## config.mk

```make
export PLATFORM = sky130hd
export DESIGN_NAME = c_source_lexer
export DESIGN_NICKNAME = d
export VERILOG_FILES = /design/src/sv/csl_pkg.sv /design/src/sv/csl_keyword.sv /design/src/sv/csl_rsp_queue.sv /design/src/sv/c_source_lexer.sv
export SDC_FILE = /design/constraint.sdc
export NUM_CORES = 1
export LEC_CHECK = 0
export ABC_AREA = 1
export BUFFER_PORTS_ARGS = -buffer_cell sky130_fd_sc_hd__buf_2
export CAP_MARGIN = 5
export CORE_MARGIN = 2
export CORE_UTILIZATION = 28
export DETAILED_ROUTE_END_ITERATION = 12
export GPL_ROUTABILITY_DRIVEN = 1
export SLEW_MARGIN = 20
export SYNTH_ARGS = -nofsm -noshare
export SYNTH_HDL_FRONTEND = slang
export SYNTH_SLANG_ARGS = --single-unit
```

## constraint.sdc

```tcl
create_clock -name clock -period 8 [get_ports clock]
set_input_delay 1.2 -clock clock [delete_from_list [all_inputs] [get_ports clock]]
set_output_delay 1.2 -clock clock [all_outputs]
set_load 0.01 [all_outputs]
```

## src/sv/csl_pkg.sv

```systemverilog
// Shared types and constants for the C source lexer.
// Used by c_source_lexer, csl_keyword and csl_rsp_queue; no dependencies.
package csl_pkg;

   localparam int          VALUE_W   = 31;
   localparam logic [30:0] VALUE_MAX = 31'h7FFF_FFFF;

   localparam int KW_COUNT = 13;
   localparam int KW_MAX   = 6;

   // keyword text, left aligned and padded with blanks to six characters
   localparam logic [8*KW_MAX-1:0] KW_TEXT [KW_COUNT] = '{
      "if    ", "do    ", "for   ", "int   ", "char  ", "case  ", "else  ",
      "float ", "while ", "static", "double", "switch", "printf"
   };
   localparam logic [2:0] KW_LEN [KW_COUNT] = '{
      3'd2, 3'd2, 3'd3, 3'd3, 3'd4, 3'd4, 3'd4,
      3'd5, 3'd5, 3'd6, 3'd6, 3'd6, 3'd6
   };

   localparam int RSP_DEPTH = 4;
   localparam int RSP_PTR_W = $clog2(RSP_DEPTH);

   typedef enum logic [1:0] {
      MODE_IDLE = 2'd0,
      MODE_NUM  = 2'd1,
      MODE_ID   = 2'd2
   } mode_type;

   typedef enum logic [2:0] {
      TOK_NUMBER  = 3'd0,
      TOK_ID_CHAR = 3'd1,
      TOK_ID_END  = 3'd2,
      TOK_SPECIAL = 3'd3,
      TOK_SUMMARY = 3'd4
   } kind_type;

   typedef struct packed {
      logic [KW_COUNT-1:0] cand;
      logic [2:0]          pos;
   } kw_state_type;

   typedef struct packed {
      kind_type           kind;
      logic [VALUE_W-1:0] value;
      logic [3:0]         kw;
      logic               sat;
      logic               last;
   } rsp_type;

   // character of a keyword at a position; zero past the padded text
   function automatic logic [7:0] kw_char(input logic [8*KW_MAX-1:0] text,
                                          input logic [2:0] pos);
      logic [8*KW_MAX-1:0] sh;
      sh = text << {pos, 3'b000};
      return sh[8*KW_MAX-1 -: 8];
   endfunction

endpackage

```

## src/sv/csl_keyword.sv

```systemverilog
// Keyword candidate narrowing and final match for identifiers.
// Depends on csl_pkg.
module csl_keyword
   import csl_pkg::*;
(
   input  kw_state_type cur,
   input  logic         restart,
   input  logic [7:0]   in_byte,
   output kw_state_type nxt,
   output logic [3:0]   match_idx
);

   kw_state_type base;

   always_comb begin
      base = restart ? '{cand: '1, pos: 3'd0} : cur;
      nxt.cand = '0;
      for (int k = 0; k < KW_COUNT; k++) begin
         nxt.cand[k] = base.cand[k] && (base.pos < KW_LEN[k]) &&
                       (kw_char(KW_TEXT[k], base.pos) == in_byte);
      end
      nxt.pos = (base.pos == 3'd7) ? base.pos : base.pos + 3'd1;
   end

   // first surviving keyword whose length equals characters seen
   always_comb begin
      match_idx = 4'd0;
      for (int k = KW_COUNT - 1; k >= 0; k--) begin
         if (cur.cand[k] && KW_LEN[k] == cur.pos) begin
            match_idx = 4'(k + 1);
         end
      end
   end

endmodule

```

## src/sv/csl_rsp_queue.sv

```systemverilog
// Result queue: takes up to two token beats per cycle, drains one per cycle while pop is high.
// Depends on csl_pkg.
module csl_rsp_queue
   import csl_pkg::*;
(
   input  logic       clock,
   input  logic       reset,
   input  logic [1:0] push_n,
   input  rsp_type    push_a,
   input  rsp_type    push_b,
   input  logic       pop,
   output rsp_type    head,
   output logic       valid,
   output logic       room
);

   rsp_type              q_ff [RSP_DEPTH];
   logic [RSP_PTR_W-1:0] head_ff, head_in;
   logic [RSP_PTR_W:0]   count_ff, count_in;
   logic [RSP_PTR_W-1:0] tail, tail_b;
   logic                 do_pop;

   assign valid  = (count_ff != '0);
   assign room   = (count_ff <= (RSP_PTR_W + 1)'(RSP_DEPTH - 2));
   assign head   = q_ff[head_ff];
   assign do_pop = pop && valid;
   assign tail   = head_ff + count_ff[RSP_PTR_W-1:0];
   assign tail_b = tail + 1'b1;

   always_comb begin
      head_in  = do_pop ? head_ff + 1'b1 : head_ff;
      count_in = count_ff + (RSP_PTR_W + 1)'(push_n) - (RSP_PTR_W + 1)'(do_pop);
   end

   always_ff @(posedge clock) begin
      if (reset) begin
         head_ff  <= '0;
         count_ff <= '0;
      end else begin
         head_ff  <= head_in;
         count_ff <= count_in;
      end
   end

   always_ff @(posedge clock) begin
      if (push_n != 2'd0) begin
         q_ff[tail] <= push_a;
      end
      if (push_n == 2'd2) begin
         q_ff[tail_b] <= push_b;
      end
   end

   a_count_bound: assert property (@(posedge clock) disable iff (reset)
      count_ff <= (RSP_PTR_W + 1)'(RSP_DEPTH))
      else $error("result queue overfilled");

   a_pop_only: assert property (@(posedge clock) disable iff (reset)
      (do_pop && push_n == 2'd0) |=> count_ff == $past(count_ff) - 1'b1)
      else $error("queue count wrong after pop");

   a_push_shows: assert property (@(posedge clock) disable iff (reset)
      (count_ff == '0 && push_n != 2'd0) |=> valid)
      else $error("pushed beat not visible");

endmodule

```

## src/sv/c_source_lexer.sv

```systemverilog
// Lexer for C-like source text, one byte per beat; top level.
// Depends on csl_pkg, csl_keyword and csl_rsp_queue.
//
// Takes one byte (or an end-of-input beat) every cycle while req_tready is
// high. The token logic sits between the lexer state registers and a
// four-entry result queue, so each byte is handled in the cycle it is taken.
// A byte yields zero, one or two result beats; the result side drains one
// beat per cycle while rsp_tready is high, so a byte that yields two
// results needs two output beats. req_tready is high whenever the queue has
// room for two beats, which holds one byte per cycle while the result side
// keeps up. An end-of-input beat flushes any open token, reports the line
// count and returns all lexer state, line count included, to its reset value.
module c_source_lexer
   import csl_pkg::*;
(
   input  logic        clock,
   input  logic        reset,
   input  logic        req_tvalid,
   output logic        req_tready,
   input  logic [7:0]  req_tdata,   // [7:0] in_byte
   input  logic        req_tuser,   // [0] end_of_input
   output logic        rsp_tvalid,
   input  logic        rsp_tready,
   output logic [39:0] rsp_tdata,   // [30:0] token_value, [34:31] keyword_index,
                                    // [35] number_saturated, [39:36] zero
   output logic [2:0]  rsp_tuser,   // [2:0] token_kind
   output logic        rsp_tlast    // last_of_run
);

   mode_type           mode_ff, mode_in;
   logic [VALUE_W-1:0] acc_ff, acc_in;
   logic               clamped_ff, clamped_in;
   kw_state_type       kw_ff, kw_in, kw_narrow;
   logic [VALUE_W-1:0] line_ff, line_in;

   logic               accept, eoi;
   logic [7:0]         b;
   logic               is_digit, is_letter, is_idchar;
   logic [3:0]         digit_val;
   logic [VALUE_W+3:0] acc_prod;
   logic [3:0]         match_idx;
   logic               open_tok, cont;
   logic               fl_v, sec_v;
   rsp_type            fl, sec, push_a, push_b;
   logic [1:0]         push_n;
   rsp_type            head;

   assign accept    = req_tvalid && req_tready;
   assign eoi       = req_tuser;
   assign b         = req_tdata;
   assign is_digit  = (b >= "0") && (b <= "9");
   assign is_letter = ((b >= "a") && (b <= "z")) || ((b >= "A") && (b <= "Z"));
   assign is_idchar = is_letter || is_digit || (b == "_") || (b == "$");
   assign digit_val = b[3:0];
   assign open_tok  = (mode_ff == MODE_NUM) || (mode_ff == MODE_ID);

   // acc * 10 + digit
   assign acc_prod = {1'b0, acc_ff, 3'b000} + {3'b000, acc_ff, 1'b0} +
                     (VALUE_W + 4)'(digit_val);

   csl_keyword u_keyword (
      .cur       (kw_ff),
      .restart   (mode_ff != MODE_ID),
      .in_byte   (b),
      .nxt       (kw_narrow),
      .match_idx (match_idx)
   );

   always_comb begin
      mode_in    = mode_ff;
      acc_in     = acc_ff;
      clamped_in = clamped_ff;
      kw_in      = kw_ff;
      line_in    = line_ff;
      cont       = 1'b0;
      fl_v       = 1'b0;
      sec_v      = 1'b0;
      sec        = '{kind: TOK_SPECIAL, value: '0, kw: '0, sat: 1'b0, last: 1'b0};

      unique case (mode_ff)
         MODE_NUM: fl = '{kind: TOK_NUMBER, value: acc_ff, kw: '0, sat: clamped_ff,
                          last: 1'b0};
         MODE_ID:  fl = '{kind: TOK_ID_END, value: '0, kw: match_idx, sat: 1'b0,
                          last: 1'b0};
         default:  fl = '{kind: TOK_NUMBER, value: '0, kw: '0, sat: 1'b0, last: 1'b0};
      endcase

      if (accept) begin
         if (eoi) begin
            fl_v       = open_tok;
            sec_v      = 1'b1;
            sec        = '{kind: TOK_SUMMARY, value: line_ff, kw: '0,
                           sat: (line_ff == VALUE_MAX), last: 1'b0};
            mode_in    = MODE_IDLE;
            acc_in     = '0;
            clamped_in = 1'b0;
            kw_in      = '{cand: '1, pos: 3'd0};
            line_in    = '0;
         end else begin
            if (mode_ff == MODE_NUM && is_digit) begin
               cont = 1'b1;
               if (acc_prod[VALUE_W+3:VALUE_W] != '0) begin
                  acc_in     = VALUE_MAX;
                  clamped_in = 1'b1;
               end else begin
                  acc_in = acc_prod[VALUE_W-1:0];
               end
            end else if (mode_ff == MODE_ID && is_idchar) begin
               cont  = 1'b1;
               kw_in = kw_narrow;
               sec_v = 1'b1;
               sec   = '{kind: TOK_ID_CHAR, value: VALUE_W'(b), kw: '0, sat: 1'b0,
                         last: 1'b0};
            end

            if (!cont) begin
               // close any open token, then treat the byte as if idle
               fl_v       = open_tok;
               mode_in    = MODE_IDLE;
               acc_in     = '0;
               clamped_in = 1'b0;
               kw_in      = '{cand: '1, pos: 3'd0};
               priority if (is_digit) begin
                  mode_in = MODE_NUM;
                  acc_in  = VALUE_W'(digit_val);
               end else if (is_letter) begin
                  mode_in = MODE_ID;
                  kw_in   = kw_narrow;
                  sec_v   = 1'b1;
                  sec     = '{kind: TOK_ID_CHAR, value: VALUE_W'(b), kw: '0,
                              sat: 1'b0, last: 1'b0};
               end else if (b == 8'h0A) begin
                  if (line_ff != VALUE_MAX) begin
                     line_in = line_ff + 1'b1;
                  end
               end else if (b == " " || b == 8'h09) begin
                  // whitespace: nothing to report
               end else begin
                  sec_v = 1'b1;
                  sec   = '{kind: TOK_SPECIAL, value: VALUE_W'(b), kw: '0,
                            sat: 1'b0, last: 1'b0};
               end
            end
         end
      end
   end

   // pack the flushed token and the fresh result into up to two queue beats
   always_comb begin
      push_a = fl_v ? fl : sec;
      push_b = sec;
      push_n = 2'(fl_v) + 2'(sec_v);
      push_a.last = !(fl_v && sec_v);
      push_b.last = 1'b1;
   end

   always_ff @(posedge clock) begin
      if (reset) begin
         mode_ff    <= MODE_IDLE;
         acc_ff     <= '0;
         clamped_ff <= 1'b0;
         kw_ff      <= '{cand: '1, pos: 3'd0};
         line_ff    <= '0;
      end else begin
         mode_ff    <= mode_in;
         acc_ff     <= acc_in;
         clamped_ff <= clamped_in;
         kw_ff      <= kw_in;
         line_ff    <= line_in;
      end
   end

   csl_rsp_queue u_rsp_queue (
      .clock  (clock),
      .reset  (reset),
      .push_n (push_n),
      .push_a (push_a),
      .push_b (push_b),
      .pop    (rsp_tready),
      .head   (head),
      .valid  (rsp_tvalid),
      .room   (req_tready)
   );

   assign rsp_tdata = {4'b0000, head.sat, head.kw, head.value};
   assign rsp_tuser = head.kind;
   assign rsp_tlast = head.last;

   a_eoi_clears: assert property (@(posedge clock) disable iff (reset)
      (accept && eoi) |=> (line_ff == '0 && mode_ff == MODE_IDLE))
      else $error("end of input did not clear state");

   a_clamp_max: assert property (@(posedge clock) disable iff (reset)
      clamped_ff |-> (acc_ff == VALUE_MAX && mode_ff == MODE_NUM))
      else $error("clamp flag without saturated number");

   a_pos_mode: assert property (@(posedge clock) disable iff (reset)
      (kw_ff.pos != 3'd0) == (mode_ff == MODE_ID))
      else $error("identifier position out of step with mode");

endmodule

```

; ---- Yosys cells after proc, flatten, opt, wreduce, memory -nomap -nowiden
; Memory sizes are Yosys's and may differ from the RTL's. A register that Yosys moved wholly into a read port is not among the register bits.
; Index checks and enable logic that the tools add are counted.
[word_totals]
ff_bits = 86
mem_bits_rw = 160
in_bits = 13
output_inout_bits = 46
elab_cells = 217
mem_count = 1
[mem_list]
columns = name, depth, word_bits, read_ports, rd_clocked_by_memory_dff, write_ports, line
row1 = u_rsp_queue.q_ff, 4, 40, 1, 1, 2, csl_rsp_queue.sv:17  ; rsp_type q_ff [RSP_DEPTH];
[classes]
addsub = 10
order_cmp = 12
eq_ne = 37
shifts = 13
muxes = 72
n_reduce_logical = 64
[ops]
columns = operator, n
row1 = << shifter 47 x 6 -> 48 bit (first input constant), 13
row2 = two-way mux 40 bit, 8
row3 = two-way mux 31 bit, 10
row4 = two-way mux 16 bit, 7
row5 = equality test 8 bit, 13
row6 = two-way mux 39 bit, 2
row7 = one-hot mux 39 bit (2 select lines), 1
row8 = two-way mux 4 bit, 14
row9 = logical AND 1 bit, 47
row10 = adder 34 x 32 -> 35 bit, 1
row11 = adder 35 x 4 -> 35 bit, 1
row12 = adder 31 x 1 -> 31 bit (second input constant), 1
row13 = equality test 31 bit (second input constant), 1
row14 = != test 31 bit (second input constant), 1
row15 = two-way mux 1 bit, 23
row16 = equality test 8 x 4 -> 1 bit (second input constant), 2
row17 = equality test 8 x 6 -> 1 bit (second input constant), 2
row18 = greater-or-equal comparator 8 x 7 -> 1 bit (second input constant), 2
row19 = less-or-equal comparator 8 x 7 -> 1 bit (second input constant), 2
row20 = two-way mux 2 bit, 6
row21 = != test 3 bit (second input constant), 4
row22 = equality test 3 bit (first input constant), 3
row23 = less-than comparator 3 bit (second input constant), 3
row24 = equality test 8 x 7 -> 1 bit (second input constant), 1
row25 = 24 further kinds, 40

; ---- Longest topological paths before layout
[depth]
ltp_word = 20
depth_mapped = 22
mapped_depth_nobuf = 20

; ---- Cells and area by module
; From an unflattened synthesis, not the netlist that was laid out.
[hier_totals]
hier_cells = 2549
area_unflattened_um2 = 17710.7
[by_module_without_submodules]
columns = mod, instances, cells_per_inst, area_per_inst_um2, seq_area_each_um2
row1 = csl_rsp_queue, 1, 983, 8659.6, 4944.7
row2 = c_source_lexer, 1, 1297, 7642.3, 1621.6
row3 = csl_keyword, 1, 269, 1408.9, 0.0

; ---- Worst setup path before layout
; OpenSTA, ideal clock, no wires.
[synth_path]
path_kind = in2reg
start = in req_tdata[6]
end = mem u_rsp_queue.q_ff[2][3] (netlist name)
setup_ns = 0.122
arrival_time_ns = 4.525
t_required_ns = 7.878
setup_slack_ns = 3.354
cell_stages = 22
n_path_buf = 2
cell_sequence = buf_4 -> inv_2 -> nand2_1 -> inv_2 -> nand3_1 -> nor2_2 -> nor2_1 -> nand2_1 -> nand2_1 -> nand2_2 -> o21ai_4 -> nand2_2 -> buf_4 -> inv_1 -> ha_1 -> clkinv_1 -> nor3_2 -> inv_1 -> nand2_1 -> inv_1 -> nand2_1 -> o21ai_0
[synth_lines]
columns = item, line
row1 = "start, declared", c_source_lexer.sv:20  ; input logic [7:0] req_tdata,
row2 = "end, declared", csl_rsp_queue.sv:17

==> metrics <==
outcome finished clean; Critical Path Fanout Max between 40 and 50; number of synthesized flops with an enable pin 140; Post-CTS Setup Repair Bufs 0; fin crit share approximately 65%; Cell variety after synth 45; most frequent cells in the layout nand2_1, nor2_1, inv_1; Max-cap violations 0; pwr dens roughly 210 nW/um2; Ports between 50 and 60; Tmin final ~5200 ps; Fin Hold WS roughly 460 ps; post-synthesis sequential area ratio between 30% and 40%; largest net degree at the start of global routing between 80 and 90; fraction of layout cells with a size suffix above 1 under 10%; Total Wirelength about 54 mm; RSZ-0062 raised after global routing no; vias in the first global route 15,500; Num CTS Buffers 27; Worst path most repeated cell inv_1; reg2reg end u_rsp_queue.q_ff[1][37]; Setup TNS Final 0 ps; Total GRT Usage ~17%; Least-Margin Pin Slew between 1000 and 1500 ps; Die H about 250 um; Slew HR approximately 28%; DRC 0; Row Count 91; CTS H-tree lvls 1; top_reg_cell synth edfxtp_1; met2 routed WL between 20 and 25 mm; crit path cell chain buf_2, buf_4, inv_1, nor2_2, buf_4, inv_1, o21ai_4, nand2_2, inv_1, ha_1, clkinv_1, nor3_4, buf_4, inv_1, nand2_2, o21ai_1, nor2_1; Reg2Reg Setup Slack between 3000 and 4000 ps; Sink Count 248; most common cell after layout, fill and taps aside nand2_1; clk root buf clkbuf_16; Syn Area/Cell 6.72 um2; Buffers on Ports 54; critical path class input port to register; first-pass GRT wire length 86.9 mm; Final Hold Vio Count 0; ys async rst share 0%; area delta synth->final 10.6%; initial DRC count between 1,000 and 1,500; Worst setup startpoint req_tuser; Data arrival, critical path between 5000 and 6000 ps; r2r startpoint u_rsp_queue.count_ff[1]; Ys Warns 0; Worst Setup EP u_rsp_queue.q_ff[1][37]; Clk Latency, worst-skew pair between 500 and 600 ps; post-CTS sizing 0; worst-case reg-to-reg path depth 16; CP startpoint kind input port; grt ovf 0; Fmax achieved 0.193 GHz; Hold Path Class register to register; die span in x between 200 and 300 um; ant diodes 0; Initial Util between 20 and 30%; Layout fillers 6,756; Max Used Layer met4; LEAKAGE 8.56 nW; CTS tree done; Core Box Area 61,700 um2; met1 WL about 27 mm; Max Slew Vio Count 0; Place WS ~2200 ps; drt pass-1 iters 6; Synth Register Bits 248; CP required roughly 8400 ps; gpl congestion roughly 0.94; Final ANT Viol Nets 0; slowest CP cell nand2_2; hpwl dp around 39 mm; routed length on met3 ~3.2 mm; post-synthesis cell count between 2,000 and 3,000; DR vias roughly 17,000; crit path capture type register; Multi-input gate area 9750 um2; Worst path max stage delay about 790 ps; fin nets 2,669; Post-Syn Area roughly 17,000 um2; worst clock skew 11.7 ps; Clock Path Buffers 3; Max VDD drop approximately 0.14 mV; Avg WL per Cell about 16 um; final setup fails 0; hold-fix buffers at CTS 0; antenna violations before repair 0; total die area around 64,000 um2; Worst-path clk slew about 60 ps; Final WS setup 2830 ps; vias per cell a little under 5; register area approximately 6400 um2
==> cells in the mapped netlist, types with 5 or more instances <==
library cell / instances / area [um2]
nand2_1: 945 / 3550
nand2_2: 7 / 43.8
inv_2: 12 / 45.0
nand3_1: 175 / 876
nand4_1: 30 / 188
clkbuf_1: 87 / 327
nor3_2: 9 / 90.1
ha_1: 77 / 963
o21ai_1: 6 / 30.0
nor3_1: 40 / 200
xor2_1: 42 / 368
nor4_1: 10 / 62.6
clkinv_1: 5 / 18.8
xnor2_1: 22 / 193
nand3b_1: 27 / 203
o2111ai_1: 7 / 61.3
o22ai_1: 46 / 288
a21oi_1: 116 / 581
buf_2: 27 / 135
buf_4: 11 / 82.6
edfxtp_1: 140 / 4200
nor2_1: 282 / 1060
dfxtp_1: 108 / 2160
o21ai_0: 122 / 611
inv_1: 206 / 773
==> worst max-delay path, delay by kind of cell <==
kind / cells / cell delay [ps]
simple gates: 5 / 1610
fa+ha+maj: 1 / 270
buf+inv: 9 / 2150
compound gates: 2 / 280
==> power breakdown <==
part | total [mW] | switching [mW] | internal, mW
combinational | 1.17 | 0.876 | 0.293
sequential | 1.69 | 0.0803 | 1.61
clock | 1.25 | 0.503 | 0.744
total | 4.10 | 1.46 | 2.64
==> state kept, by name (all words and copies together), names as in the netlist, named ones only <==
register              flops
u_rsp_queue.q_ff        160
line_ff                  31
u_rsp_queue.head_ff       2
kw_ff                    16
u_rsp_queue.count_ff      3
mode_ff                   2
acc_ff                   31
clamped_ff                1
==> stage by stage <==
step                cell area, um2  power (mW)  utilization, %  std cells
floorplan                    17500        2.46               -       2602
global placement             18400        2.89            29.8       3384
detailed placement           18400        2.90            29.8       3384
CTS                          19300        4.14            31.3       3433
global route                 19300        4.31            31.3       3433
finish                       19300        4.10            31.3       3433
==> cells by family after synthesis <==
logic type / after synthesis / synth area share, %
flops: 248 / 36.5
compound gates: 314 / 9.83
simple gates: 1538 / 36.4
other cells: 1 / 0.0215
buf+inv: 354 / 8.21
xor+xnor: 64 / 3.21
fa+ha+maj: 80 / 5.86
==> layer usage <==
layer,vias to the layer above,global-route usage [%]
li1,8418,-
met1,7708,25.1
met2,523,25.7
met3,71,1.38
met4,0,4.12
met5,-,0
==> layout make-up <==
type | count | share of cell area, %
Sequential cell | 248 | 33.0
Multi-Input combinational cell | 2000 | 50.5
Inverter | 223 | 4.33
Timing Repair Buffer | 76 | 2.25
Clock inverter | 13 | 0.719
Clock buffer | 36 | 3.84
Tap cell | 837 | 5.42
==> how the worst min path moves through the flow <==
stage                     depth (start not counted)                   start  slack [ps]                endpoint
after detailed placement                          2  u_rsp_queue.q_ff[2][2]         450  u_rsp_queue.q_ff[2][2]
after CTS                                         2  u_rsp_queue.q_ff[2][2]         460  u_rsp_queue.q_ff[2][2]
final                                             2  u_rsp_queue.q_ff[2][2]         460  u_rsp_queue.q_ff[2][2]
after global placement                            2  u_rsp_queue.q_ff[3][5]         450  u_rsp_queue.q_ff[3][5]
after global routing                              2  u_rsp_queue.q_ff[1][2]         480  u_rsp_queue.q_ff[1][2]
after floorplan                                   2  u_rsp_queue.q_ff[1][2]         420  u_rsp_queue.q_ff[1][2]
(Power assumes the default switching activity.)
